### config.mk
export PLATFORM = sky130hd
export DESIGN_NAME = gcbe_queue
export DESIGN_NICKNAME = d
export VERILOG_FILES = /design/src/rtl/grid_cell_binning_engine_core_assert.svh /design/src/rtl/gcbe_pkg.sv /design/src/rtl/gcbe_queue.sv
export SDC_FILE = /design/constraint.sdc
export NUM_CORES = 1
export LEC_CHECK = 0
export BUFFER_PORTS_ARGS = -buffer_cell sky130_fd_sc_hd__clkbuf_2
export CAP_MARGIN = 25
export CORE_MARGIN = 3
export CORE_UTILIZATION = 40
export DETAILED_ROUTE_END_ITERATION = 16
export PLACE_DENSITY_LB_ADDON = 0.05
export SLEW_MARGIN = 20
export SYNTH_ARGS = -nofsm -noshare
export SYNTH_HDL_FRONTEND = slang
export SYNTH_SLANG_ARGS = --single-unit
### constraint.sdc
create_clock -name clk_i -period 5.5 [get_ports clk_i]
set_clock_uncertainty 0.15 [all_clocks]
set_input_delay 0.275 -clock clk_i [delete_from_list [all_inputs] [get_ports clk_i]]
set_output_delay 0.275 -clock clk_i [all_outputs]
set_load 0.1 [all_outputs]
### src/rtl/grid_cell_binning_engine_core_assert.svh
// Assertion macros for the grid cell binning engine.
// Uses clk_i and rst_ni of the module that includes it.
`ifndef GRID_CELL_BINNING_ENGINE_CORE_ASSERT_SVH
`define GRID_CELL_BINNING_ENGINE_CORE_ASSERT_SVH
// expr holds at every clock edge out of reset
`define GCBE_ASSERT_ALWAYS(lbl, expr, msg) \
  lbl: assert property (@(posedge clk_i) disable iff (!rst_ni) (expr)) else $error(msg);
// post holds in the cycle after pre
`define GCBE_ASSERT_NEXT(lbl, pre, post, msg) \
  lbl: assert property (@(posedge clk_i) disable iff (!rst_ni) (pre) |=> (post)) else $error(msg);
`endif

### src/rtl/gcbe_pkg.sv
// Shared constants, types and codes of the grid cell binning engine.
// No dependencies.
package gcbe_pkg;
  localparam int DIM         = 4;
  localparam int MAX_CELLS   = 256;
  localparam int MAX_MEMBERS = 16;
  localparam int CW          = 16;
  localparam int PN_W        = 16;
  localparam int NUM_WORDS   = 3;
  localparam int WORD_W      = 64;
  localparam int WSEL_W      = 2;
  localparam int DC_W        = $clog2(DIM + 1);
  localparam int DI_W        = (DIM > 1) ? $clog2(DIM) : 1;
  localparam int CELL_AW     = $clog2(MAX_CELLS);
  localparam int CNT_W       = $clog2(MAX_CELLS + 1);
  localparam int MEMB_AW     = (MAX_MEMBERS > 1) ? $clog2(MAX_MEMBERS) : 1;
  localparam int MCNT_W      = $clog2(MAX_MEMBERS + 1);
  localparam int STEP_W      = $clog2(CW);
  localparam logic [WORD_W-1:0] WIDTH_RESET = 64'h0100010001000100;

  localparam logic [1:0] CFG_WIDTH_0 = 2'd0;
  localparam logic [1:0] CFG_WIDTH_1 = 2'd1;
  localparam logic [1:0] CFG_WIDTH_2 = 2'd2;

  typedef enum logic [2:0] {
    ST_ADDED  = 3'd0,
    ST_NEW    = 3'd1,
    ST_MEMBER = 3'd2,
    ST_TFULL  = 3'd3,
    ST_MFULL  = 3'd4
  } status_e;

  typedef logic [DIM-1:0][CW-1:0] key_t;

  typedef struct packed {
    key_t            key;
    logic [PN_W-1:0] pnum;
    logic            sat;
  } job_t;

  typedef struct packed {
    logic full;
    logic empty;
  } qstat_t;

  typedef enum logic [1:0] {F_IDLE, F_DIV, F_FIN, F_PUSH} front_state_e;

  typedef enum logic [2:0] {
    B_IDLE, B_SEARCH, B_CRD, B_CWAIT, B_MRD, B_MCMP, B_OUT
  } back_state_e;
endpackage

### src/rtl/gcbe_queue.sv
// Two-entry job queue between front end and back end.
// Depends on gcbe_pkg.
module gcbe_queue (
  input  logic             clk_i,
  input  logic             rst_ni,
  input  logic             push_i,
  input  gcbe_pkg::job_t   job_i,
  input  logic             pop_i,
  output gcbe_pkg::job_t   job_o,
  output gcbe_pkg::qstat_t qstat_o
);
  import gcbe_pkg::*;

  job_t       mem_q [2];
  logic       wp_q, rp_q;
  logic [1:0] fill_q;

  assign job_o         = mem_q[rp_q];
  assign qstat_o.full  = (fill_q == 2'd2);
  assign qstat_o.empty = (fill_q == 2'd0);

  always_ff @(posedge clk_i or negedge rst_ni) begin
    if (!rst_ni) begin
      wp_q   <= 1'b0;
      rp_q   <= 1'b0;
      fill_q <= '0;
    end else begin
      if (push_i) wp_q <= ~wp_q;
      if (pop_i)  rp_q <= ~rp_q;
      fill_q <= fill_q + 2'(push_i) - 2'(pop_i);
    end
  end

  always_ff @(posedge clk_i) begin
    if (push_i) mem_q[wp_q] <= job_i;
  end
endmodule

# [Yosys cells after proc, flatten, opt, wreduce, memory -nomap -nowiden]
# Memory sizes are Yosys's and may differ from the RTL's.
# Cells that the tools add are included.
[word_totals] mem_count=1 ramBits=162 regBits=4 output_inout_bits=83
[classes] eq_ne=1 bitwise=2 n_mux=2 reduce_logical=1 addsub=2
[memory_table] name="mem_q" words=2 word_bits=81 rd=1 rd_clocked_by_memory_dff=0 wr=1 line_no="gcbe_queue.sv:14" source="job_t mem_q [2];"
[ops] cell="2-bit by 1-bit adder with 2-bit output" n=1
[ops] cell="2-bit == test, second input constant" n=1
[ops] cell="2-bit zero test" n=1
[ops] cell="1-bit two-way mux" n=2
[ops] cell="1-bit NOT" n=2
[ops] cell="2-bit by 1-bit subtractor with 2-bit output" n=1

# [Longest topological paths before layout]
[depth] word_depth=2 depth_mapped=5 mapped_depth_nobuf=5

# [Least setup slack after synthesis]
# Ideal clock, no wire load.
[synth_path] path_kind="flip-flop to flip-flop" start="register wp_q" end="memory mem_q[0][0] in the netlist's numbering (enable)" path_buffers=0 setup_slack_ps=825 stages_incl_launch_ff=2 required_time_ps=4819 arrival_time_ps=3994 cell_sequence="dfrtp_1 nor2b_1"
[synth_rtl] item="start: declaration" line_no="gcbe_queue.sv:15" source="logic wp_q, rp_q;"
[synth_rtl] item="start signal: assignment" line_no="gcbe_queue.sv:28" source="if (push_i) wp_q <= ~wp_q;"
[synth_rtl] item="end: declaration" line_no="gcbe_queue.sv:14"
# Straight into the memory's write port.

==> impl_results.md <==
* Final WL at 12.1 mm
* Initial core utilization at 41.6%
* Final GP Congestion at 0.700
* HPWL after DPL at 7.42 mm
* First-pass DRT Iterations at 4
* Syn-to-layout area delta at 36.5%
* Worst skew pair latency at 0.41 ns
* Cell Area, Synth at 6440 µm²
* Synth Instances at 267
* Vias in the first global route at 3640
* Hold Buf Count CTS at 84
* Flops & latches, synth at 166
* Sum Neg Setup Slack at 0 ns
* Clock root cell: clkbuf_16
* Reg2reg start: wp_q
* Htree depth at 4
* R2R Path End: mem_q[0][78]
* Post-route cell area at 8790 µm²
* Critical Path RT at 5.08 ns
* Dpl cell area at 7410 µm²
* Clk pin slew, worst setup/hold paths at 0.06 ns
* DRT iter0 DRCs at 138
* Startpoint type of the worst setup path: flop
* Slew @ Worst Pin at 0.993 ns
* CTS tree: built
* Final setup fails at 0
* Outcome: complete, no violations
* Core Util, Final at 56.8%
* Hold Crit Class: input pin to asynchronous set/reset pin
* Die span in x at 133 µm
* Slew margin rel. at 33.8%
* DP Cell Count at 639
* Routed length per instance at 16.0 µm
* Unrepaired setup endpoints after global routing: no
* Setup bufs post-CTS at 0
* CP Max Fanout at 52
* Peak Freq at 299 MHz
* CORE AREA at 15500 µm²
* Grt total ovfl at 0
* I/O Buffers at 167
* Total CTS buffers at 17
* Max_cap viols at 0
* Kind of critical path: flop to output port
* Clock buffer depth at 2
* Tcrit/Tclk final at 60.8%
* Synth cell types at 13
* Vias at 3340
* Minimum clock period at 3.34 ns
* Worst R2R Setup Slack at 3.06 ns
* Sinks on Clock Net at 166
* DRC violations left at 0
* Post-route ant nets at 0
* I/O pin count at 168
* Worst Setup SP: rp_q
* First-pass GRT wire length at 18.6 mm
* Vias per cell at 4.44
* Std-Cell Rows at 45
* WP data arrival at 2.92 ns
* CTS resizes at 0
* Critical path endpoint: job_o[11]
* Final Non-Filler Cells at 753
* FF-to-FF path depth at 2
* Commonest non-fill, non-tap cell in the layout: clkbuf_2
* ANT cells at 0
* Seq/Total Area, Yosys at 77.1%
* Slew Viols, Final at 0
* Critical Path Sink Type: output port
* Commonest cells after routing, fill and taps aside: clkbuf_2 (167), edfxtp_1 (162), dlygate4sd3_1 (84)
* Mapped Nets at 354
* Die Y at 133 µm
* DIE AREA at 17700 µm²
* Initial antenna violation count at 0
* Syn_area_per_cell at 24.1 µm²
* Total GRT Usage at 13.9%
* Share of cells above drive strength 1 at 51.8%
* Nets at 618
* Final Hold Vio Count at 0
* Synthesis Warnings at 0
* Largest net degree at the start of global routing at 53
==> worst min-delay path by stage <==
stage	to	slack (ns)	cells past startpoint	start
5_1_grt	fill_q[0]	0.06	2	rst_ni
3_3_place_gp	fill_q[0]	-0.07	1	rst_ni
3_5_place_dp	fill_q[0]	-0.06	1	rst_ni
6_report	fill_q[0]	0.06	2	rst_ni
2_1_floorplan	fill_q[0]	-0.17	0	rst_ni
4_1_cts	fill_q[0]	0.03	2	rst_ni
==> metal layers <==
| metal | part of all wire (%) | GRT usage [%] | vias to the layer above |
|---|---|---|---|
| met2 | 50 | 23.4 | 107 |
| met1 | 41 | 15.9 | 1630 |
| met3 | 6.7 | 5.21 | 17 |
| met4 | 1.9 | 5.83 | 0 |
| li1 | - | - | 1586 |
| met5 | 0 | 0 | - |
==> synthesized netlist by cell type <==
cell	n	share of area [%]
buf_12	8	2.5
ha_1	2	0.39
and2_1	1	0.097
buf_6	1	0.17
xor2_1	2	0.27
mux2_2	2	0.35
inv_1	2	0.12
edfxtp_1	162	76
mux2_4	79	18
nor2b_1	2	0.19
nor2_1	1	0.058
dfrtp_1	4	1.6
xor3_1	1	0.37
==> cell type report <==
| cell class | instances | area, µm² |
|---|---|---|
| well taps | 211 | 264 |
| multi-input cells | 90 | 1310 |
| clock buffers | 18 | 429 |
| clock inverters | 12 | 114 |
| repair buffers | 254 | 1700 |
| fillers | 1230 | 6690 |
| flip-flops and latches | 166 | 4970 |
| inverters | 2 | 7.51 |
==> state kept, by name (all words and copies together) (netlist names) <==
| name | flops |
|---|---|
| wp_q | 1 |
| rp_q | 1 |
| fill_q | 2 |
| mem_q | 162 |
==> cell families (layout without fill, tap and decap cells) <==
kind of cell	count (synthesis)	after routing	synth area share (%)
xor gates and xnor gates	3	3	0.641
adders and majority gates	2	2	0.388
buffers and inverters	11	286	2.78
DFF	166	166	77.1
muxes	81	81	18.8
and+or+nand+nor	4	4	0.350
==> stage by stage <==
| stage | hold slack (ns) | setup slack [ns] |
|---|---|---|
| after floorplan | -0.171 | 0.825 |
| after global placement | -0.0650 | 2.55 |
| after detailed placement | -0.0596 | 2.54 |
| after CTS | 0.0301 | 2.08 |
| after global routing | 0.0579 | 2.01 |
| final | 0.0635 | 2.16 |
==> critical path: stages (launching register included) <==
cell and delay, ns:
dfrtp_4 1.09, buf_4 0.65, mux2_4 0.37, clkbuf_2 0.37
Power is left out: the tool's default activity adds up to more than one toggle a clock period on the data nets, which glitch-free logic cannot reach.
