`config.mk`:
```
export PLATFORM = sky130hd
export DESIGN_NAME = gcbe_front
export DESIGN_NICKNAME = d
export VERILOG_FILES = /design/src/rtl/grid_cell_binning_engine_core_assert.svh /design/src/rtl/gcbe_pkg.sv /design/src/rtl/gcbe_front.sv
export SDC_FILE = /design/constraint.sdc
export NUM_CORES = 1
export LEC_CHECK = 0
export BUFFER_PORTS_ARGS = -buffer_cell sky130_fd_sc_hd__buf_2
export CAP_MARGIN = 20
export CORE_UTILIZATION = 30
export DETAILED_ROUTE_END_ITERATION = 7
export GPL_TIMING_DRIVEN = 0
export PLACE_DENSITY_LB_ADDON = 0.1
export REMOVE_ABC_BUFFERS = 1
export SETUP_SLACK_MARGIN = 0.5
export SLEW_MARGIN = 0
export SYNTH_ARGS = -nofsm -noshare
export SYNTH_HDL_FRONTEND = slang
export SYNTH_SLANG_ARGS = --single-unit
```
`constraint.sdc`:
```
create_clock -name clk_i -period 14.4 [get_ports clk_i]
set_clock_uncertainty 0.1 [all_clocks]
set_input_delay 2.88 -clock clk_i [delete_from_list [all_inputs] [get_ports clk_i]]
set_output_delay 2.88 -clock clk_i [all_outputs]
set_load 0.05 [all_outputs]
```
`src/rtl/grid_cell_binning_engine_core_assert.svh`:
```
// Assertion macros for the grid cell binning engine.
// Uses clk_i and rst_ni of the module that includes it.
`ifndef GRID_CELL_BINNING_ENGINE_CORE_ASSERT_SVH
`define GRID_CELL_BINNING_ENGINE_CORE_ASSERT_SVH
// expr holds at every clock edge out of reset
`define GCBE_ASSERT_ALWAYS(lbl, expr, msg) \
  lbl: assert property (@(posedge clk_i) disable iff (!rst_ni) (expr)) else $error(msg);
// post holds in the cycle after pre
`define GCBE_ASSERT_NEXT(lbl, pre, post, msg) \
  lbl: assert property (@(posedge clk_i) disable iff (!rst_ni) (pre) |=> (post)) else $error(msg);
`endif

```
`src/rtl/gcbe_pkg.sv`:
```
// Shared constants, types and codes of the grid cell binning engine.
// No dependencies.
package gcbe_pkg;
  localparam int DIM         = 4;
  localparam int MAX_CELLS   = 256;
  localparam int MAX_MEMBERS = 16;
  localparam int CW          = 16;
  localparam int PN_W        = 16;
  localparam int NUM_WORDS   = 3;
  localparam int WORD_W      = 64;
  localparam int WSEL_W      = 2;
  localparam int DC_W        = $clog2(DIM + 1);
  localparam int DI_W        = (DIM > 1) ? $clog2(DIM) : 1;
  localparam int CELL_AW     = $clog2(MAX_CELLS);
  localparam int CNT_W       = $clog2(MAX_CELLS + 1);
  localparam int MEMB_AW     = (MAX_MEMBERS > 1) ? $clog2(MAX_MEMBERS) : 1;
  localparam int MCNT_W      = $clog2(MAX_MEMBERS + 1);
  localparam int STEP_W      = $clog2(CW);
  localparam logic [WORD_W-1:0] WIDTH_RESET = 64'h0100010001000100;

  localparam logic [1:0] CFG_WIDTH_0 = 2'd0;
  localparam logic [1:0] CFG_WIDTH_1 = 2'd1;
  localparam logic [1:0] CFG_WIDTH_2 = 2'd2;

  typedef enum logic [2:0] {
    ST_ADDED  = 3'd0,
    ST_NEW    = 3'd1,
    ST_MEMBER = 3'd2,
    ST_TFULL  = 3'd3,
    ST_MFULL  = 3'd4
  } status_e;

  typedef logic [DIM-1:0][CW-1:0] key_t;

  typedef struct packed {
    key_t            key;
    logic [PN_W-1:0] pnum;
    logic            sat;
  } job_t;

  typedef struct packed {
    logic full;
    logic empty;
  } qstat_t;

  typedef enum logic [1:0] {F_IDLE, F_DIV, F_FIN, F_PUSH} front_state_e;

  typedef enum logic [2:0] {
    B_IDLE, B_SEARCH, B_CRD, B_CWAIT, B_MRD, B_MCMP, B_OUT
  } back_state_e;
endpackage

```
`src/rtl/gcbe_front.sv`:
```
// Front end: width registers, per-coordinate quantizer and key assembly.
// Depends on gcbe_pkg; pushes finished points into gcbe_queue.
module gcbe_front (
  input  logic                     clk_i,
  input  logic                     rst_ni,
  input  logic                     cfg_valid_i,
  input  logic [1:0]               cfg_index_i,
  input  logic [63:0]              cfg_data_i,
  input  logic                     in_valid_i,
  output logic                     in_stall_o,
  input  logic signed [15:0]       coordinate_i,
  input  logic [15:0]              point_number_i,
  input  logic                     last_dimension_i,
  input  gcbe_pkg::qstat_t         qstat_i,
  output logic                     push_o,
  output gcbe_pkg::job_t           job_o
);
  import gcbe_pkg::*;

  front_state_e      state_q, state_d;
  logic [WORD_W-1:0] cfg_q [NUM_WORDS];
  logic [DC_W-1:0]   cnt_q, cnt_d;
  key_t              key_q, key_d;
  logic              sat_q, sat_d;
  logic              last_q, last_d;
  logic [PN_W-1:0]   pnum_q, pnum_d;
  logic              neg_q, neg_d;
  logic [CW-1:0]     w_q, w_d;
  logic [CW:0]       rem_q, rem_d;
  logic [CW-1:0]     quot_q, quot_d;
  logic [STEP_W-1:0] step_q, step_d;

  logic [WORD_W-1:0] wword;
  logic [CW-1:0]     wsel;
  logic [CW-1:0]     cmag;
  logic [CW:0]       rem_sh;
  logic              ge;
  logic              rnd;
  logic [CW:0]       qm;
  logic signed [CW+1:0] qs;

  assign wword  = cfg_q[WSEL_W'(cnt_q >> 2)];
  assign wsel   = wword[16*2'(cnt_q) +: CW];
  assign cmag   = coordinate_i[15] ? CW'(-coordinate_i) : CW'(coordinate_i);
  assign rem_sh = {rem_q[CW-1:0], quot_q[CW-1]};
  assign ge     = rem_sh >= {1'b0, w_q};
  assign rnd    = {rem_q[CW-1:0], 1'b0} > {1'b0, w_q};
  assign qm     = {1'b0, quot_q} + (CW+1)'(rnd);
  assign qs     = neg_q ? -$signed({1'b0, qm}) : $signed({1'b0, qm});

  assign in_stall_o = (state_q != F_IDLE);
  assign push_o     = (state_q == F_PUSH) && !qstat_i.full;
  assign job_o      = '{key: key_q, pnum: pnum_q, sat: sat_q};

  always_comb begin
    state_d = state_q;
    cnt_d   = cnt_q;
    key_d   = key_q;
    sat_d   = sat_q;
    last_d  = last_q;
    pnum_d  = pnum_q;
    neg_d   = neg_q;
    w_d     = w_q;
    rem_d   = rem_q;
    quot_d  = quot_q;
    step_d  = step_q;
    unique case (state_q)
      F_IDLE: begin
        if (in_valid_i) begin
          pnum_d  = point_number_i;
          last_d  = last_dimension_i;
          state_d = last_dimension_i ? F_PUSH : F_IDLE;
          if (cnt_q < DC_W'(DIM)) begin
            if (wsel == '0) begin
              cnt_d = cnt_q + 1'b1;
              if (coordinate_i == '0) begin
                key_d[DI_W'(cnt_q)] = '0;
              end else begin
                sat_d = 1'b1;
                key_d[DI_W'(cnt_q)] = coordinate_i[15] ? 16'h8000 : 16'h7fff;
              end
            end else begin
              neg_d   = coordinate_i[15];
              w_d     = wsel;
              rem_d   = '0;
              quot_d  = cmag;
              step_d  = '0;
              state_d = F_DIV;
            end
          end
        end
      end
      F_DIV: begin
        rem_d  = ge ? rem_sh - {1'b0, w_q} : rem_sh;
        quot_d = {quot_q[CW-2:0], ge};
        step_d = step_q + 1'b1;
        if (step_q == STEP_W'(CW - 1)) begin
          state_d = F_FIN;
        end
      end
      F_FIN: begin
        cnt_d = cnt_q + 1'b1;
        if (qs > 18'sd32767) begin
          sat_d = 1'b1;
          key_d[DI_W'(cnt_q)] = 16'h7fff;
        end else if (qs < -18'sd32768) begin
          sat_d = 1'b1;
          key_d[DI_W'(cnt_q)] = 16'h8000;
        end else begin
          key_d[DI_W'(cnt_q)] = qs[CW-1:0];
        end
        state_d = last_q ? F_PUSH : F_IDLE;
      end
      F_PUSH: begin
        if (!qstat_i.full) begin
          cnt_d   = '0;
          key_d   = '0;
          sat_d   = 1'b0;
          state_d = F_IDLE;
        end
      end
      default: state_d = F_IDLE;
    endcase
  end

  always_ff @(posedge clk_i or negedge rst_ni) begin
    if (!rst_ni) begin
      state_q <= F_IDLE;
      cnt_q   <= '0;
      key_q   <= '0;
      sat_q   <= 1'b0;
      for (int i = 0; i < NUM_WORDS; i++) cfg_q[i] <= WIDTH_RESET;
    end else begin
      state_q <= state_d;
      cnt_q   <= cnt_d;
      key_q   <= key_d;
      sat_q   <= sat_d;
      if (cfg_valid_i) begin
        unique case (cfg_index_i)
          CFG_WIDTH_0: cfg_q[0] <= cfg_data_i;
          CFG_WIDTH_1: cfg_q[1] <= cfg_data_i;
          CFG_WIDTH_2: cfg_q[2] <= cfg_data_i;
          default: ;
        endcase
      end
    end
  end

  always_ff @(posedge clk_i) begin
    last_q <= last_d;
    pnum_q <= pnum_d;
    neg_q  <= neg_d;
    w_q    <= w_d;
    rem_q  <= rem_d;
    quot_q <= quot_d;
    step_q <= step_d;
  end
endmodule

```
# After elaboration in Yosys (flattened, before gate mapping)
# Cells that the tools add are included.
[word_totals] output_inout_bits=83 regBits=332 ram_bits=0 in_bits=105 romBits=0 latchBits=0 memories=0
[op_classes] n_reduce_logical=19 magnitude_cmp=8 n_shift=1 muxes=52 eq_ne=14 bitwise=10 div=0 n_addsub=6 n_mul=0
[ops] operator="$mux W64" n=9
[ops] operator="$pmux W64 S3" n=1
[ops] operator="$mux W16" n=10
[ops] operator="$bmux W64 S2" n=1
[ops] operator="$bwmux W64" n=2
[ops] operator="$and A64 B64 Y64" n=1
[ops] operator="$not A64 Y64" n=1
[ops] operator="$pmux W16 S2" n=2
[ops] operator="$shiftx A64 B7 Y16" n=1
[ops] operator="$and A60 B60 Y60" n=1
[ops] operator="$not A60 Y60" n=1
[ops] operator="$or A60 B60 Y60" n=1
[ops] operator="$demux W16 S2" n=1
[ops] operator="$logic_not A16 Y1" n=2
[ops] operator="$gt A18 B16 Y1 const B" n=1
[ops] operator="$lt A18 B16 Y1 const B" n=1
[ops] operator="$mux W18" n=1
[ops] operator="$neg A17 Y18" n=1
[ops] operator="$add A16 B1 Y17" n=1
[ops] operator="$ge A17 B16 Y1" n=1
[ops] operator="$gt A17 B16 Y1" n=1
[ops] operator="$neg A16 Y16" n=1
[ops] operator="$sub A16 B16 Y16" n=1
[ops] operator="$mux W2" n=7
[ops] operator="33 further kinds" n=60

# Logic depth before layout (Yosys ltp)
# Gate-level depths: netlist (run 1).
[logic_depth] word_depth=11 mapped_depth=24 depth_no_buf=23

# Worst setup path before layout (run 1)
# No wires, ideal clock.
[synth_timing] path_kind="input to output" startpoint="in qstat_i[1] (netlist name)" endpoint="out push_o" path_slack_ns=7.857 path_stages=1 n_path_buf=0 t_arrival_ns=3.563 path_cell_list="nor2_1"
[synth_via] elab_chain_len=2
[synth_lines] element="start: declaration" line_no="gcbe_front.sv:14" rtl="input gcbe_pkg::qstat_t qstat_i,"
[synth_lines] element="$logic_not A1 Y1"
[synth_lines] element="$logic_and A1 B1 Y1" line_no="gcbe_front.sv:52" rtl="assign push_o = (state_q == F_PUSH) && !qstat_i.full;"
[synth_lines] element="end: declaration" line_no="gcbe_front.sv:15" rtl="output logic push_o,"
# No other way between the ends.

# Worst setup path after layout (run 1)
# Ends and elaborated chain as after synthesis.

==> results.py, run 1 <==
metrics = {
    "floorplan": {
        "core_mm2": 0.0457,
        "die_x_um": 218,
        "pin_count": 188,
        "rows": 78,
        "dieArea_mm2": 0.0475,
        "dieHeight_um": 218,
        "start_util_pct": 30.6,
    },
    "sta": {
        "hold_violations": 0,
        "setup_violations": 0,
        "rsz0062_at_grt": "false",
        "slew_headroom_pct": 29.0,
        "drv_slew": 0,
        "post-route-min-period_ns": 6.49,
        "fmax_ghz": 0.154,
        "timing.setup.tns_ns": 0,
        "min_period_over_period_pct": 45.1,
        "layout_setup_ws_ns": 7.91,
        "tightest_slew_ns": 1.06,
    },
    "worst_setup_path": {
        "cp-end-kind": "output port",
        "cpMostUsedCell": "buf_2",
        "max_stage_delay_ns": 0.31,
        "cp_num_cells": 3,
        "cp.required_ns": 11.42,
        "crit_arrival_ns": 3.51,
        "path_cells": "buf_2 -> nor2_1 -> buf_2",
        "start_kind": "primary input",
        "critical_path_class": "in2out",
        "cp_top_family": "buffers and inverters",
        "rr_worst_depth": 22,
        "slowest_stage": "buf_2",
        "crit_fanout": 3,
        "path_buf_inv": 2,
    },
    "grt": {
        "grt_antenna_before_repair": 4,
        "first_global_vias": 10200,
        "grt-ovfl-total": 0,
        "grt_max_degree": 104,
        "track_usage_pct": 16.4,
        "grt_first_pass_wirelength_um": 60400,
    },
    "worst_hold_path": {
        "hold_path_class": "reg2reg",
        "whs_path_depth": 2,
    },
    "clock_tree": {
        "cts_sinks": 268,
        "root_buffer": "clkbuf_16",
        "clockBufferDepth": 3,
        "path_clk_slew_ns": 0.05,
        "cts_hold_buf": 0,
        "postCtsSetupBuffers": 0,
        "cts_tree": "done",
        "cts-resized-gates": 0,
        "cts_buffers": 34,
        "clk_latency_ns": 0.54,
        "cts_max_level": 2,
    },
    "route": {
        "drtIter0Drc": 522,
        "drcViolationCount": 1,
        "drtAntennaViolNets": 0,
        "firstDrtPassIters": 8,
        "vias_per_cell": 5.04,
        "via_count": 10000,
        "routed_wl_um": 38400,
        "wire_per_inst_um": 19.3,
    },
    "power_and_ir_drop": {
        "p_leak_nw": 7.03,
        "ir_worst_vdd_mv": 0.235,
        "clkPwrFrac_pct": 21.7,
        "pwr_density_cell_mw_per_mm2": 235,
        "finalPower_w": 0.00395,
        "combinationalPowerShare_pct": 45.8,
        "p_sw_share_pct": 42.9,
        "power.internal_w": 0.00226,
        "p_seq_share_pct": 32.6,
        "power_switching_w": 0.00169,
    },
    "synth": {
        "ys_async_sr_fraction_pct": 73.9,
        "synthFlopType": "dfrtp_1",
        "synth-seq-area-share_pct": 50.5,
        "synthTopCellsByCount": "190 x dfrtp_1, 132 x mux2_2, 100 x nand2_1, 70 x edfxtp_1, 67 x a21oi_1",
        "yosysMostFrequentCell": "dfrtp_1",
        "synth.largest_area_cell": "dfrtp_1",
        "syn_area_mm2": 0.0140,
        "synthCells": 1191,
        "ys_ff_latch": 268,
        "synthTopCellsByArea": "dfrtp_1 34%, edfxtp_1 15%, mux2_2 11%, mux4_2 5.1%, nand2_1 2.7%",
        "synth_edf_count": 70,
        "avgSynthCellArea_um2": 11.8,
        "ys_types": 91,
        "synth_warnings": 0,
        "netlist.area_leader.share_pct": 34.0,
    },
    "status": {
        "violations": "DRC",
        "status": "finished, violations left",
    },
    "layout": {
        "finish.net_count": 1494,
        "final_layout_size_suffix_gt1_share_pct": 34.1,
        "area_growth_pct": 20.0,
    },
    "place": {
        "pre_cts_ws_ns": 7.89,
        "io_buffers": 186,
        "hpwlAfterDp_um": 28000,
        "gp_congestion": 0.792,
    },
    "run": {
        "maxCapViolCount": 0,
    },
}
==> cell usage in the layout (no fill, tap or decap), types with 17 or more instances in the layout <==
cell,instances
nand3_1,18
nand2_1,100
xnor2_1,30
nor2_1,61
edfxtp_1,70
clkbuf_16,35
dfrtp_1,188
mux2_2,132
a21oi_1,67
xor2_1,21
o21ai_0,61
buf_2,186
mux4_2,32
inv_1,39
nor3_1,21
a221o_1,17
ha_1,25
==> layer usage <==
metal	track usage [%]	share of wire [%]
met1	21.5	45
met2	27.3	49
met3	3.40	4.2
met4	4.22	2.0
met5	0	0.050
==> tightest hold or removal path: stages (launching register included) <==
cell and delay (ns):
dfrtp_1 0.34, a21oi_1 0.06, o21ai_0 0.06
==> final timing paths <==
path	from	slack, ns	endpoint
worst max register to register	rem_q[3]$_SDFFCE_PN0P_	7.98	register
worst min-delay path	register	0.40	register
worst max-delay path	qstat_i[1]	7.91	push_o
worst min register to register	register	0.40	register
max in group asynchronous	rst_ni	10.92	cfg_q[183]$_DFFE_PN0P_
min in group asynchronous	rst_ni	2.28	cfg_q[178]$_DFFE_PN0P_
==> logic make-up (layout without fill, tap and decap cells) <==
group / after synthesis / after routing / share of synthesized area (%)
adder cells (fa/ha/maj): 26 / 26 / 2.38
buffers and inverters: 113 / 311 / 3.75
flip-flops: 268 / 268 / 50.5
XOR/XNOR: 51 / 51 / 3.19
other: 0 / 1 / 0
AND/OR/NAND/NOR: 281 / 281 / 9.92
AO/OA/AOI/OAI: 275 / 275 / 13.6
multiplexers: 177 / 177 / 16.7
==> stage by stage <==
| step | util [%] | std cells | hold WS, ns | instance area (µm²) |
|---|---|---|---|---|
| after CTS | 36.7 | 1988 | 0.402 | 16800 |
| after floorplan | - | 1119 | 0.374 | 13600 |
| final | 36.8 | 1990 | 0.398 | 16800 |
| after detailed placement | 34.3 | 1926 | 0.389 | 15700 |
| after global placement | 33.5 | 1905 | 0.375 | 15300 |
| after global routing | 36.7 | 1989 | 0.416 | 16800 |
==> power groups by stage <==
stage,Sequential (W),Combinational [W],Clock [W]
6_report,0.00129,0.00181,0.000856
5_1_grt,0.00132,0.00197,0.000915
4_1_cts,0.00129,0.00183,0.000889
3_5_place_dp,0.00130,0.00183,0
3_3_place_gp,0.00134,0.00174,0
2_1_floorplan,0.00157,0.000980,0
==> final cells by class <==
class | count | area (µm²)
antenna | 1 | 2.50
clock buffer | 50 | 992
clock inverter | 12 | 126
fill | 4567 | 28900
inverter | 41 | 154
multi-input combinational | 810 | 6420
sequential | 268 | 7070
tap | 600 | 751
timing repair buffer | 208 | 1270
Note: power is estimated with default switching activity, not from simulation.
==> run 2: changes to the inputs <==
==> constraint.sdc (replaced) <==
create_clock -name clk_i -period 6.55 [get_ports clk_i]
set_clock_uncertainty 0.1 [all_clocks]
set_input_delay 1.31 -clock clk_i [delete_from_list [all_inputs] [get_ports clk_i]]
set_output_delay 1.31 -clock clk_i [all_outputs]
set_load 0.05 [all_outputs]
==> run 2 against run 1 <==
The flow now finishes without violations; routed wire length up 0.80%; sequential share of layout area down 0.54 points; first-iteration DRC count up 1.1%; clock-buffer cell count unchanged; utilization up 0.48 points; hold slack worse by 0.0013 ns; die area unchanged; total power up 120%; clock power up 120%; cell area up 1.3%; highest routed layer unchanged.
==> results.py, run 2 (synthesis results as in run 1) <==
metrics = {
    "run": {
        "maxCapViolCount": 0,
    },
    "route": {
        "via_count": 10100,
        "drtIter0Drc": 528,
        "vias_per_cell": 5.04,
        "firstDrtPassIters": 5,
        "drtAntennaViolNets": 0,
        "routed_wl_um": 38700,
        "wire_per_inst_um": 19.3,
        "drcViolationCount": 0,
    },
    "sta": {
        "tightest_slew_ns": 1.07,
        "min_period_over_period_pct": 87.5,
        "hold-worst-slack_ns": 0.396,
        "slew_headroom_pct": 28.4,
        "hold_violations": 0,
        "timing.setup.tns_ns": 0,
        "rsz0062_at_grt": "false",
        "setup_violations": 0,
        "post-route-min-period_ns": 5.73,
        "drv_slew": 0,
        "fmax_ghz": 0.174,
    },
    "floorplan": {
        "pin_count": 188,
        "rows": 78,
        "dieArea_mm2": 0.0475,
        "dieHeight_um": 218,
        "core_mm2": 0.0457,
        "die_x_um": 218,
        "start_util_pct": 30.6,
    },
    "grt": {
        "grt_max_degree": 104,
        "track_usage_pct": 16.4,
        "grt_first_pass_wirelength_um": 60500,
        "grt_antenna_before_repair": 4,
        "first_global_vias": 10300,
        "grt-ovfl-total": 0,
    },
    "clock_tree": {
        "cts_max_level": 2,
        "path_clk_slew_ns": 0.05,
        "cts_hold_buf": 0,
        "clockBufferDepth": 3,
        "root_buffer": "clkbuf_16",
        "clk_latency_ns": 0.54,
        "cts_sinks": 268,
        "cts_buffers": 34,
        "cts_tree": "done",
    },
    "power_and_ir_drop": {
        "clkPwrFrac_pct": 21.4,
        "power_switching_w": 0.00377,
        "ir_worst_vdd_mv": 0.516,
        "p_sw_share_pct": 42.9,
        "power.internal_w": 0.00502,
        "combinationalPowerShare_pct": 46.3,
        "pwr_density_cell_mw_per_mm2": 517,
        "p_leak_nw": 7.10,
        "p_seq_share_pct": 32.3,
    },
    "worst_setup_path": {
        "crit_arrival_ns": 6.04,
        "cp-end-kind": "register",
        "cp.required_ns": 6.86,
        "crit_fanout": 8,
        "start_kind": "register",
        "critical_path_class": "reg2reg",
    },
    "layout": {
        "area_growth_pct": 21.5,
        "layout_commonest_cell": "dfrtp_1",
        "final_layout_size_suffix_gt1_share_pct": 35.6,
        "fillers": 4551,
        "finish.net_count": 1506,
        "mostFrequentLayoutCells": "188 x dfrtp_1, 186 x buf_2, 132 x mux2_2, 100 x nand2_1, 70 x edfxtp_1",
    },
    "worst_hold_path": {
        "hold_path_class": "reg2reg",
    },
    "place": {
        "gp_congestion": 0.792,
        "hpwlAfterDp_um": 28000,
        "io_buffers": 186,
    },
    "status": {
        "status": "completed",
    },
}
-- run 2: changes by cell type in the layout (fill, tap and decap cells not counted), sizes merged --
cell | previous run | this run
buf | 208 | 219
o21a | 4 | 5
-- run 2: layer usage --
metal	up-vias	track usage (%)	wire, µm
met5	-	0	19
met4	4	4.22	714
met3	53	3.40	1690
met2	186	27.4	19000
met1	5039	21.5	17300
li1	4805	-	-
-- run 2: repair_timing --
item / CTS / global route
gates cloned: 0 / 1
endpoints found under the setup margin: 19 / 64
pin swaps: 2 / 6
buffers inserted: 1 / 10
gates resized for setup: 6 / 15
-- run 2: path summary, 6_finish.rpt --
path / from / to / slack, ns / cells after the start
max: w_q[4]$_DFFE_PP_ / register / 0.82 / 24
min: register / register / 0.40 / 2
max reg2reg: w_q[4]$_DFFE_PP_ / register / 0.82 / 24
min reg2reg: register / register / 0.40 / 2
max in group asynchronous: rst_ni / cfg_q[183]$_DFFE_PN0P_ / 4.64 / 2
min in group asynchronous: rst_ni / cfg_q[178]$_DFFE_PN0P_ / 0.71 / 1
-- run 2: layout make-up --
| cell class | instances | area [µm²] | area share (%) |
|---|---|---|---|
| sequential | 268 | 7070 | 41.6 |
| multi-input combinational | 811 | 6550 | 38.5 |
| timing repair buffer | 219 | 1360 | 7.98 |
| clock buffer | 50 | 992 | 5.83 |
| tap | 600 | 751 | 4.41 |
| inverter | 41 | 154 | 0.905 |
| clock inverter | 12 | 126 | 0.743 |
| antenna | 1 | 2.50 | 0.0147 |
-- run 2: stage by stage --
stage,cells,power [W],utilization [%],setup slack (ns),area (µm²)
2_1_floorplan,1119,0.00561,-,-0.305,13600
3_3_place_gp,1905,0.00678,33.5,-4.32,15300
3_5_place_dp,1926,0.00688,34.3,0.221,15700
4_1_cts,1989,0.00885,36.8,0.474,16800
5_1_grt,2001,0.00937,37.2,0.506,17000
6_report,2002,0.00879,37.2,0.818,17000
-- run 2: power groups by stage --
| stage | registers [W] | clock network, W | logic, W |
|---|---|---|---|
| 2_1_floorplan | 0.00346 | 0 | 0.00215 |
| 3_3_place_gp | 0.00295 | 0 | 0.00383 |
| 3_5_place_dp | 0.00287 | 0 | 0.00402 |
| 4_1_cts | 0.00284 | 0.00195 | 0.00406 |
| 5_1_grt | 0.00291 | 0.00201 | 0.00444 |
| 6_report | 0.00283 | 0.00188 | 0.00407 |
-- run 2: critical path: stages, from the launching register on --
cell and delay, ns:
edfxtp_1 0.36, inv_1 0.07, ha_2 0.30, a21o_1 0.16, a21o_1 0.17, a21o_1 0.18, a21o_1 0.17, a211o_1 0.30
a21oi_2 0.19, o21ai_0 0.10, o21a_1 0.16, ha_1 0.28, ha_1 0.35, inv_1 0.07, ha_1 0.18, nor4b_2 0.20
a31oi_1 0.08, or2_2 0.34, a2111oi_4 0.41, buf_4 0.20, o41ai_4 0.11, o21a_4 0.24, a311oi_4 0.39, a21oi_1 0.13
a2111o_1 0.36
